<file path="src/qsls_pkg.sv">
`default_nettype none

package qsls_pkg;

  // Default sizing of the store.
  localparam int DEPTH_DEFAULT       = 16;
  localparam int VALUE_WIDTH_DEFAULT = 32;

  // Fixed field widths of the channels.
  localparam int OP_W     = 3;
  localparam int DATA_W   = 32;
  localparam int STATUS_W = 2;
  localparam int COUNT_W  = 5;

  // Operation codes.
  localparam logic [OP_W-1:0] OP_APPEND     = 3'd0;
  localparam logic [OP_W-1:0] OP_TAKE_FRONT = 3'd1;
  localparam logic [OP_W-1:0] OP_TAKE_BACK  = 3'd2;
  localparam logic [OP_W-1:0] OP_REMOVE     = 3'd3;
  localparam logic [OP_W-1:0] OP_REVERSE    = 3'd4;

  // Status codes.
  localparam logic [STATUS_W-1:0] ST_OK        = 2'd0;
  localparam logic [STATUS_W-1:0] ST_EMPTY     = 2'd1;
  localparam logic [STATUS_W-1:0] ST_NOT_FOUND = 2'd2;
  localparam logic [STATUS_W-1:0] ST_FULL      = 2'd3;

  // One result item as it leaves the block.
  typedef struct packed {
    logic [DATA_W-1:0]   value;
    logic [STATUS_W-1:0] status;
    logic [COUNT_W-1:0]  count;
  } result_t;

endpackage

`default_nettype wire

</file>
<file path="src/qsls_mem.sv">
`default_nettype none

module qsls_mem #(
  parameter int DEPTH = qsls_pkg::DEPTH_DEFAULT,
  parameter int WIDTH = qsls_pkg::VALUE_WIDTH_DEFAULT,
  localparam int AW   = $clog2(DEPTH)
) (
  input  wire logic             clk,
  input  wire logic             we,
  input  wire logic [AW-1:0]    waddr,
  input  wire logic [WIDTH-1:0] wdata,
  input  wire logic             re,
  input  wire logic [AW-1:0]    raddr,
  output logic      [WIDTH-1:0] rdata
);

  logic [WIDTH-1:0] entry_mem_r [DEPTH];
  logic [WIDTH-1:0] rdata_r;

  // One write port and one registered read port; the read data holds
  // while no read is issued.
  always_ff @(posedge clk) begin
    if (we) begin
      entry_mem_r[waddr] <= wdata;
    end
    if (re) begin
      rdata_r <= entry_mem_r[raddr];
    end
  end

  assign rdata = rdata_r;

endmodule

`default_nettype wire

</file>
<file path="src/qsls_ctrl.sv">
`default_nettype none

module qsls_ctrl #(
  parameter int DEPTH       = qsls_pkg::DEPTH_DEFAULT,
  parameter int VALUE_WIDTH = qsls_pkg::VALUE_WIDTH_DEFAULT,
  localparam int AW         = $clog2(DEPTH)
) (
  input  wire logic                        clk,
  input  wire logic                        rst_n,
  input  wire logic                        in_valid,
  output logic                             in_stall,
  input  wire logic [qsls_pkg::OP_W-1:0]   in_op,
  input  wire logic [qsls_pkg::DATA_W-1:0] in_data_value,
  output logic                             out_valid,
  input  wire logic                        out_stall,
  output qsls_pkg::result_t                out_res,
  output logic                             mem_we,
  output logic [AW-1:0]                    mem_waddr,
  output logic [VALUE_WIDTH-1:0]           mem_wdata,
  output logic                             mem_re,
  output logic [AW-1:0]                    mem_raddr,
  input  wire logic [VALUE_WIDTH-1:0]      mem_rdata
);

  import qsls_pkg::*;

  localparam int CW = $clog2(DEPTH + 1);

  typedef enum logic [1:0] {S_IDLE, S_EXEC, S_SHIFT} state_t;

  state_t                 state_r, state_nxt;
  logic [AW-1:0]          front_r, front_nxt;
  logic [CW-1:0]          count_r, count_nxt;
  logic                   rev_r, rev_nxt;
  logic [OP_W-1:0]        op_r, op_nxt;
  logic [VALUE_WIDTH-1:0] val_r, val_nxt;
  logic [CW-1:0]          pos_r, pos_nxt;
  logic                   out_valid_r, out_valid_nxt;
  result_t                out_res_r, out_res_nxt;

  logic                   fin;
  result_t                fin_res;
  logic                   out_free;
  logic [AW-1:0]          front_inc;
  logic [AW-1:0]          front_dec;
  logic [CW-1:0]          pos_p1;
  logic [CW-1:0]          pos_p2;

  // Physical slot of a logical position, with the run read backward when
  // the direction flag is set.
  function automatic logic [AW-1:0] slot_of(input logic [AW-1:0] front,
                                             input logic [CW-1:0] cnt,
                                             input logic          rev,
                                             input logic [CW-1:0] pos);
    logic [CW-1:0] off;
    logic [AW:0]   sum;
    off = rev ? (cnt - pos - CW'(1)) : pos;
    sum = {1'b0, front} + (AW+1)'(off);
    if (sum >= (AW+1)'(DEPTH)) begin
      sum = sum - (AW+1)'(DEPTH);
    end
    return sum[AW-1:0];
  endfunction

  assign out_free  = !out_valid_r || !out_stall;
  assign front_inc = (front_r == AW'(DEPTH - 1)) ? '0 : front_r + AW'(1);
  assign front_dec = (front_r == '0) ? AW'(DEPTH - 1) : front_r - AW'(1);
  assign pos_p1    = pos_r + CW'(1);
  assign pos_p2    = pos_r + CW'(2);

  // Sequencer: one read or read-modify-write step per cycle, while not stalled.
  always_comb begin
    state_nxt     = state_r;
    front_nxt     = front_r;
    count_nxt     = count_r;
    rev_nxt       = rev_r;
    op_nxt        = op_r;
    val_nxt       = val_r;
    pos_nxt       = pos_r;
    out_valid_nxt = out_valid_r;
    out_res_nxt   = out_res_r;
    fin           = 1'b0;
    fin_res       = '0;
    mem_we        = 1'b0;
    mem_waddr     = '0;
    mem_wdata     = val_r;
    mem_re        = 1'b0;
    mem_raddr     = '0;

    case (state_r)
      S_IDLE: begin
        // Take the item and read the entry that it will most likely need.
        if (in_valid) begin
          op_nxt    = in_op;
          val_nxt   = VALUE_WIDTH'(in_data_value);
          pos_nxt   = '0;
          state_nxt = S_EXEC;
          mem_re    = (count_r != '0);
          if (in_op == OP_TAKE_BACK) begin
            mem_raddr = slot_of(front_r, count_r, rev_r, count_r - CW'(1));
          end else begin
            mem_raddr = slot_of(front_r, count_r, rev_r, '0);
          end
        end
      end

      S_EXEC: begin
        case (op_r)
          OP_APPEND: begin
            fin = 1'b1;
            if (count_r == CW'(DEPTH)) begin
              fin_res.status = ST_FULL;
            end else begin
              mem_we    = 1'b1;
              count_nxt = count_r + CW'(1);
              if (rev_r) begin
                mem_waddr = front_dec;
                front_nxt = front_dec;
              end else begin
                mem_waddr = slot_of(front_r, count_r, 1'b0, count_r);
              end
            end
          end

          OP_TAKE_FRONT, OP_TAKE_BACK: begin
            fin = 1'b1;
            if (count_r == '0) begin
              fin_res.status = ST_EMPTY;
            end else begin
              fin_res.value = DATA_W'(mem_rdata);
              count_nxt     = count_r - CW'(1);
              // The low physical end moves when the logical end taken sits there.
              if ((op_r == OP_TAKE_FRONT) != rev_r) begin
                front_nxt = front_inc;
              end
            end
          end

          OP_REMOVE: begin
            // Scan: the read data belongs to logical position pos_r.
            if (count_r == '0) begin
              fin            = 1'b1;
              fin_res.status = ST_EMPTY;
            end else if (mem_rdata == val_r) begin
              if (pos_p1 == count_r) begin
                fin           = 1'b1;
                fin_res.value = DATA_W'(val_r);
                count_nxt     = count_r - CW'(1);
                if (rev_r) begin
                  front_nxt = front_inc;
                end
              end else begin
                mem_re    = 1'b1;
                mem_raddr = slot_of(front_r, count_r, rev_r, pos_p1);
                state_nxt = S_SHIFT;
              end
            end else if (pos_p1 == count_r) begin
              fin            = 1'b1;
              fin_res.status = ST_NOT_FOUND;
            end else begin
              mem_re    = 1'b1;
              mem_raddr = slot_of(front_r, count_r, rev_r, pos_p1);
              pos_nxt   = pos_p1;
            end
          end

          OP_REVERSE: begin
            fin     = 1'b1;
            rev_nxt = !rev_r;
          end

          default: begin
            fin = 1'b1;
          end
        endcase
      end

      S_SHIFT: begin
        // Move the entry one position toward the front; the read issued runs two
        // positions ahead of the write, so they never meet on one slot.
        mem_we    = 1'b1;
        mem_waddr = slot_of(front_r, count_r, rev_r, pos_r);
        mem_wdata = mem_rdata;
        if (pos_p2 == count_r) begin
          fin           = 1'b1;
          fin_res.value = DATA_W'(val_r);
          count_nxt     = count_r - CW'(1);
          if (rev_r) begin
            front_nxt = front_inc;
          end
        end else begin
          mem_re    = 1'b1;
          mem_raddr = slot_of(front_r, count_r, rev_r, pos_p2);
          pos_nxt   = pos_p1;
        end
      end

      default: begin
        state_nxt = S_IDLE;
      end
    endcase

    fin_res.count = COUNT_W'(count_nxt);

    // Output register: a finished result enters when the slot is free.
    if (out_valid_r && !out_stall) begin
      out_valid_nxt = 1'b0;
    end
    if (fin) begin
      if (out_free) begin
        out_valid_nxt = 1'b1;
        out_res_nxt   = fin_res;
        state_nxt     = S_IDLE;
      end else begin
        // Hold the last step until the result can leave; the read data
        // register keeps its value since no read is issued.
        state_nxt = state_r;
        front_nxt = front_r;
        count_nxt = count_r;
        rev_nxt   = rev_r;
        pos_nxt   = pos_r;
        mem_we    = 1'b0;
        mem_re    = 1'b0;
      end
    end
  end

  // State and registered outputs.
  always_ff @(posedge clk) begin
    if (!rst_n) begin
      state_r     <= S_IDLE;
      front_r     <= '0;
      count_r     <= '0;
      rev_r       <= 1'b0;
      out_valid_r <= 1'b0;
    end else begin
      state_r     <= state_nxt;
      front_r     <= front_nxt;
      count_r     <= count_nxt;
      rev_r       <= rev_nxt;
      out_valid_r <= out_valid_nxt;
    end
    op_r      <= op_nxt;
    val_r     <= val_nxt;
    pos_r     <= pos_nxt;
    out_res_r <= out_res_nxt;
  end

  assign in_stall  = (state_r != S_IDLE);
  assign out_valid = out_valid_r;
  assign out_res   = out_res_r;

endmodule

`default_nettype wire

</file>
<file path="src/queue_stack_list_store.sv">
`default_nettype none

// Channel  Ports                                                  Direction
// input    in_valid, in_stall, in_op, in_data_value               in
// result   out_valid, out_stall, out_result_value, out_status,    out
//          out_entry_count
//
// Append, take front, take back, reverse and unused codes finish with the
// transfer and one execute step. Remove scans and then shifts entries
// through the single read port of the entry memory, one position per cycle,
// and takes one execute step on an empty store.
// Reset is synchronous and active low; the entry memory is not cleared.
// A stalled result holds the last step of the next item until it leaves.

module queue_stack_list_store #(
  parameter int DEPTH       = qsls_pkg::DEPTH_DEFAULT,
  parameter int VALUE_WIDTH = qsls_pkg::VALUE_WIDTH_DEFAULT
) (
  input  wire logic                          clk,
  input  wire logic                          rst_n,
  input  wire logic                          in_valid,
  output logic                               in_stall,
  input  wire logic [qsls_pkg::OP_W-1:0]     in_op,
  input  wire logic [qsls_pkg::DATA_W-1:0]   in_data_value,
  output logic                               out_valid,
  input  wire logic                          out_stall,
  output logic [qsls_pkg::DATA_W-1:0]        out_result_value,
  output logic [qsls_pkg::STATUS_W-1:0]      out_status,
  output logic [qsls_pkg::COUNT_W-1:0]       out_entry_count
);

  import qsls_pkg::*;

  localparam int AW = $clog2(DEPTH);

  logic                   mem_we;
  logic [AW-1:0]          mem_waddr;
  logic [VALUE_WIDTH-1:0] mem_wdata;
  logic                   mem_re;
  logic [AW-1:0]          mem_raddr;
  logic [VALUE_WIDTH-1:0] mem_rdata;
  result_t                out_res;

  // Sequencer with the store's pointers and the result register.
  qsls_ctrl #(
    .DEPTH       (DEPTH),
    .VALUE_WIDTH (VALUE_WIDTH)
  ) u_ctrl (
    .clk           (clk),
    .rst_n         (rst_n),
    .in_valid      (in_valid),
    .in_stall      (in_stall),
    .in_op         (in_op),
    .in_data_value (in_data_value),
    .out_valid     (out_valid),
    .out_stall     (out_stall),
    .out_res       (out_res),
    .mem_we        (mem_we),
    .mem_waddr     (mem_waddr),
    .mem_wdata     (mem_wdata),
    .mem_re        (mem_re),
    .mem_raddr     (mem_raddr),
    .mem_rdata     (mem_rdata)
  );

  // Entry memory.
  qsls_mem #(
    .DEPTH (DEPTH),
    .WIDTH (VALUE_WIDTH)
  ) u_mem (
    .clk   (clk),
    .we    (mem_we),
    .waddr (mem_waddr),
    .wdata (mem_wdata),
    .re    (mem_re),
    .raddr (mem_raddr),
    .rdata (mem_rdata)
  );

  assign out_result_value = out_res.value;
  assign out_status       = out_res.status;
  assign out_entry_count  = out_res.count;

endmodule

`default_nettype wire

</file>
<file path="config.mk">
export PLATFORM = sky130hd
export DESIGN_NAME = queue_stack_list_store
export DESIGN_NICKNAME = d
export VERILOG_FILES = /design/src/qsls_pkg.sv /design/src/qsls_mem.sv /design/src/qsls_ctrl.sv /design/src/queue_stack_list_store.sv
export SDC_FILE = /design/constraint.sdc
export NUM_CORES = 1
export LEC_CHECK = 0
export ABC_AREA = 1
export BUFFER_PORTS_ARGS = -buffer_cell sky130_fd_sc_hd__buf_2
export CAP_MARGIN = 40
export CELL_PAD_IN_SITES_DETAIL_PLACEMENT = 1
export CELL_PAD_IN_SITES_GLOBAL_PLACEMENT = 2
export CORE_ASPECT_RATIO = 1.2
export CORE_UTILIZATION = 41
export CTS_CLUSTER_SIZE = 24
export DETAILED_ROUTE_END_ITERATION = 8
export MAX_ROUTING_LAYER = met4
export PLACE_DENSITY_LB_ADDON = 0.1
export SYNTH_ARGS = -nofsm -noshare
export SYNTH_HDL_FRONTEND = slang
export SYNTH_SLANG_ARGS = --single-unit
</file>
<file path="constraint.sdc">
create_clock -name clk -period 5.89 [get_ports clk]
set_input_delay 0.589 -clock clk [delete_from_list [all_inputs] [get_ports clk]]
set_output_delay 0.589 -clock clk [all_outputs]
set_load 0.1 [all_outputs]
</file>
== Word level (Yosys, flattened, before mapping) ==
Memory sizes are Yosys's and may differ from the RTL's. A register that Yosys moved wholly into a read port is not among the register bits.
Cells that the tools add are included.
Storage, ports and cells
  memories kept: 1
  register bits: 92
  logic and storage cells: 184
  bits in writable memories: 512
  input port bits: 39
Operators by class
  magnitude comparators: 6
  reduce and logical (&&, ||, !) cells: 15
  equality and inequality tests: 20
  muxes and demuxes: 105
  $add $sub $neg: 26
Memory list
  u_mem.entry_mem_r: words 16, bits a word 32, read ports 1, clocked after Yosys merged registers in 1, write ports 1, RTL line qsls_mem.sv:17  | logic [WIDTH-1:0] entry_mem_r [DEPTH];
Operator list (number)
  2-to-1 mux 32 bit: 6
  one-hot mux 32 bit (2 select lines): 2
  2-to-1 mux 4 bit: 28
  2-to-1 mux 5 bit: 21
  == test 32 bit: 1
  adder 4 x 5 -> 5 bit: 6
  >= comparator 5 bit, second input constant: 6
  one-hot mux 5 bit (3 select lines): 2
  subtractor 4 x 1 -> 4 bit, second input constant: 7
  2-to-1 mux 1 bit: 25
  subtractor 5 x 1 -> 5 bit, second input constant: 5
  one-hot mux 4 bit (3 select lines): 2
  2-to-1 mux 2 bit: 11
  subtractor 5 bit: 4
  one-hot mux 4 bit (2 select lines): 2
  != test 3 x 2 -> 1 bit, second input constant: 4
  one-hot mux 2 bit (3 select lines): 2
  adder 5 x 1 -> 5 bit, second input constant: 2
  == test 5 bit: 2
  one-hot mux 5 bit (2 select lines): 1
  == test 3 x 2 -> 1 bit, second input constant: 3
  AND reduction 7 bit: 1
  adder 5 x 2 -> 5 bit, second input constant: 1
  == test 5 bit, second input constant: 1
  23 further kinds: 27

== Logic depth before layout (Yosys ltp) ==
  depth after elaboration: 11
  depth in mapped cells: 23
  depth with buffers taken out: 22

== Cells and area by module ==
Synthesis repeated with hierarchy kept, for this count alone.
Second synthesis, totals
  cell total of the unflattened synthesis: 3111
  area, all modules: 30266.5 µm²
Modules (own cells, without submodules)
  qsls_mem: cells each 2120, area each 23050.9 µm², seq. area each 16335.7 µm², instances 1
  qsls_ctrl: cells each 991, area each 7215.7 µm², seq. area each 2632.5 µm², instances 1

== Least setup slack after synthesis ==
No wires, ideal clock.
  path type: register to register
  from: register u_ctrl.pos_r[0]
  to: memory u_mem.entry_mem_r[10][0] (netlist bit) (enable)
  stages on the path, launching flop included: 18
  required time: 5469 ps
  path slack: 1245 ps
  arrival time: 4224 ps
  library setup time: 421 ps
  buffers on the path: 0
  path through: edfxtp_1 -> inv_1 -> ha_1 -> fa_1 -> or2_2 -> o21ai_0 -> inv_1 -> ha_1 -> a21oi_1 -> nor2_1 -> nor2_1 -> xor2_1 -> nor2_1 -> nor2_1 -> nand2_1 -> nand2_1 -> nand3_1 -> nor2_1
On the way
  longest elaborated chain between the ends: 9
RTL lines
  start: declaration: RTL line qsls_ctrl.sv:37  | logic [CW-1:0] pos_r, pos_nxt;
  start signal: assignment: RTL line qsls_ctrl.sv:245  | pos_r <= pos_nxt;
  adder 5 x 1 -> 5 bit: RTL line qsls_ctrl.sv:68  | assign pos_p1 = pos_r + CW'(1);
  named net u_ctrl.pos_p1[0]: RTL line qsls_ctrl.sv:46  | logic [CW-1:0] pos_p1;
  == test 5 bit: RTL line qsls_ctrl.sv:145, qsls_ctrl.sv:157
  2-to-1 mux 1 bit: RTL line qsls_ctrl.sv:145, qsls_ctrl.sv:157
  2-to-1 mux 1 bit: RTL line qsls_ctrl.sv:141  | if (count_r == '0) begin
  2-to-1 mux 1 bit: RTL line qsls_ctrl.sv:108  | case (op_r)
  one-hot mux 1 bit (2 select lines): RTL line qsls_ctrl.sv:90  | case (state_r)
  2-to-1 mux 1 bit: RTL line qsls_ctrl.sv:209  | if (fin) begin
  2-to-1 mux 1 bit: RTL line qsls_mem.sv:23  | if (we) begin
  2-to-1 mux 1 bit (implied by the code): RTL line qsls_mem.sv:24  | entry_mem_r[waddr] <= wdata;
  end: declaration: RTL line qsls_mem.sv:17
The timed path passes the listed nets, and every way through them passes these cells.

== Worst setup path in the final report ==
  from: register u_ctrl.count_r[0]
  to: memory u_mem.entry_mem_r[10][3] (netlist bit) (enable)
On the way
  longest elaborated chain between the ends: 8
RTL lines
  start: declaration: RTL line qsls_ctrl.sv:33  | logic [CW-1:0] count_r, count_nxt;
  start signal: assignment: RTL line qsls_ctrl.sv:239  | count_r <= count_nxt;
  parallel branches: the longest is 8 deep, another holds subtractor 5 bit
Parallel ways; which one is timed is not known.

==> impl_metrics.json <==
{
  "hold-worst-slack_ns": 0.133,
  "seqPwrFrac": 0.367,
  "grt_use_met2": 0.431,
  "setup_viol": 0,
  "p_sw_frac": 0.411,
  "root_buffer": "clkbuf_16",
  "grt_pass1_vias": 23762,
  "final_cells": 4241,
  "nNetsFinal": 3274,
  "grtUsageTotal": 0.266,
  "fill_cells": 8215,
  "htreeDepth": 3,
  "clkLatencyLatePin_ns": 0.64,
  "antenna_found_initial": 1,
  "cts_tree": "done",
  "pin_count": 80,
  "grt_max_degree": 129,
  "synth_edf_count": 623,
  "path_cells": "ha_1, fa_1, or2_2, o21ai_0, inv_1, ha_1, a21oi_1, nor2_1, nor2_1, xor2_1, nor2_1, nor2_1, nand2_1, nand2_1, nand3_1, nor2_4, buf_4",
  "drc": 0,
  "cts_setup_buffers": 0,
  "crit_type": "reg2reg",
  "drt-vias-per-instance": 5.39,
  "clkTransAtPathRegs_ns": 0.06,
  "cp_slowest_cell": "buf_4",
  "synth_top_area_frac": 0.608,
  "met1_usage": 0.348,
  "grt-ovfl-total": 0,
  "ys_top_cells_by_count": "726 x nand2_1, 623 x edfxtp_1, 588 x nand3_1",
  "crit_buf_inv": 2,
  "outcome": "completed",
  "setup_slack_ns": 1.18,
  "yosysMostFrequentCell": "nand2_1",
  "via_count": 22862,
  "dp_slack_ns": 1.17,
  "async_reset_ff_frac": 0,
  "hold_buffers": 0,
  "crit_family": "simple AND/OR/NAND/NOR gates",
  "first_pass_iters": 8,
  "layout-drive-gt1-share": 0.100,
  "period_share": 0.800,
  "cpMostUsedCell": "nor2_1",
  "hold_violations": 0,
  "ant_nets": 0,
  "drt_iter0_drc": 1742,
  "ys_seq_area_frac": 0.616,
  "numCtsBuffers": 72,
  "ys_seq_elements": 636,
  "netSwitchingPower_w": 0.00704,
  "yosysUniqueCellTypes": 44,
  "avgSynthCellArea_sq_um": 9.89,
  "grt_pass1_wl_um": 147000,
  "synth_ff_type": "edfxtp_1",
  "synth_area_sq_um": 30800,
  "antenna_cells": 0,
  "drv_slew": 0,
  "clockPowerShare": 0.256,
  "synthTopCellsByArea": "edfxtp_1 61%, nand3_1 9.6%, nand2_1 8.9%, inv_1 5.8%, nand3b_1 3.3%",
  "syn2layout_area_growth_pct": 13.1,
  "die_x_um": 252,
  "ir_drop_mv": 0.400,
  "cts_sinks": 636,
  "period_minus_slack_ns": 4.71,
  "clk_path_buf_depth": 3,
  "postSynthCellCount": 3111,
  "path_max_fanout": 32,
  "port_buffers": 79,
  "dieArea_sq_um": 76200,
  "regArea_sq_um": 19000,
  "rsz0062_at_grt": "false",
  "dpl.cell_count": 4117,
  "power_density_nw_per_um2": 492,
  "hold_class": "in2reg",
  "post-route-cell-area_sq_um": 34800,
  "finClkSkew_ns": 0.0326,
  "fp.dieH_um": 302,
  "cts-resized-gates": 0,
  "synth_warnings": 0,
  "postPlaceCellArea_sq_um": 32600,
  "fmax_mhz": 212,
  "max-cap-violations": 0,
  "start_util": 0.416,
  "fin_tns_setup_ns": 0,
  "crit_arrival_ns": 4.96,
  "pwr-share-comb": 0.376,
  "top_usage_layer": "met2",
  "leakage_nw": 14.3,
  "slowest_delay_ns": 0.61,
  "post-dp-hpwl_um": 58700,
  "cellInternalPower_w": 0.0101,
  "multi_input_area_sq_um": 9230,
  "met3_usage": 0.0353,
  "wl_per_cell_um": 22.9,
  "syn_nets": 3193,
  "worst_pin_slew_ns": 0.850,
  "fp-row-count": 109,
  "yosys.area.top_type": "edfxtp_1",
  "core_area_sq_um": 73900,
  "cp.required_ns": 6.14,
  "routabilityCongestion": 0.888,
  "slew_headroom": 0.432,
  "startpoint_type": "flip-flop",
  "end_kind": "flip-flop",
  "wirelength_um": 97100
}
==> routing by layer <==
layer	wire, um	vias to the layer above	part of all wire
met2	46200	618	0.48
met3	5160	149	0.053
met5	0	-	0
met4	2370	0	0.024
li1	-	10552	-
met1	43300	11543	0.45
==> cells by family after synthesis <==
kind of cell,count (synthesis),synth area share
AO/OA/AOI/OAI,172,0.0307
XOR/XNOR,24,0.00683
adder cells (fa/ha/maj),43,0.0192
buffers and inverters,650,0.0891
flip-flops,636,0.616
AND/OR/NAND/NOR,1586,0.238
==> registers in the layout, summed over array words and instances (netlist names) <==
signal and cells:
u_ctrl.pos_r 5, u_ctrl.rev_r 1, u_ctrl.front_r 4, u_ctrl.val_r 32, u_ctrl.count_r 5, u_ctrl.out_res 39, u_ctrl.state_r 2, u_ctrl.op_r 3
u_mem.entry_mem_r 512, u_mem.rdata 32, u_ctrl.out_valid 1
==> power by group through the flow <==
stage          clock network (W)  logic, W  registers (W)
4_1_cts                  0.00449   0.00651        0.00629
3_5_place_dp                   0   0.00647        0.00637
3_3_place_gp                   0   0.00629        0.00637
5_1_grt                  0.00464   0.00714        0.00633
2_1_floorplan                  0   0.00416        0.00633
6_report                 0.00439   0.00645        0.00629
==> cell type report <==
| cell class | instances | share of cell area |
|---|---|---|
| tap | 999 | 0.0359 |
| multi-input combinational | 1825 | 0.265 |
| clock buffer | 92 | 0.0557 |
| clock inverter | 32 | 0.00920 |
| timing repair buffer | 166 | 0.0359 |
| inverter | 491 | 0.0533 |
| sequential | 636 | 0.545 |
==> path summary, 6_finish.rpt <==
check | endpoint | slack (ns) | cells after the start | start
worst max-delay path | u_mem.entry_mem_r[10][3]$_DFFE_PP_ | 1.18 | 17 | u_ctrl.count_r[0]$_SDFFE_PN0N_
worst min-delay path | u_ctrl.val_r[21]$_DFFE_PP_ | 0.13 | 1 | in_data_value[21]
worst max register to register | u_mem.entry_mem_r[10][3]$_DFFE_PP_ | 1.18 | 17 | u_ctrl.count_r[0]$_SDFFE_PN0N_
worst min register to register | u_ctrl.out_valid$_SDFF_PN0_ | 0.51 | 2 | u_ctrl.out_valid$_SDFF_PN0_
==> layout by cell type (no fill, tap or decap), types with 5 or more instances in the layout <==
master     instances
nand2_1          724
edfxtp_1         623
nand3_1          588
inv_1            474
nand3b_1         134
nor2_1            82
buf_2             79
clkbuf_16         75
buf_4             72
a21oi_1           69
o21ai_0           66
ha_1              35
clkbuf_1          17
xor2_1            15
nor2_4            14
buf_12            13
dfxtp_1           13
inv_2             12
nand4_1           12
clkinv_2          12
clkinv_1          11
xnor2_1            9
o22ai_1            8
or2_2              7
fa_1               7
nand2_2            6
a22oi_1            6
nor2_2             5
==> stage by stage <==
step | utilization | power, W
after floorplan | - | 0.0105
after global placement | 0.439 | 0.0127
after detailed placement | 0.440 | 0.0128
after CTS | 0.471 | 0.0173
after global routing | 0.471 | 0.0181
final | 0.471 | 0.0171
Note: power is estimated with default switching activity, not from simulation.
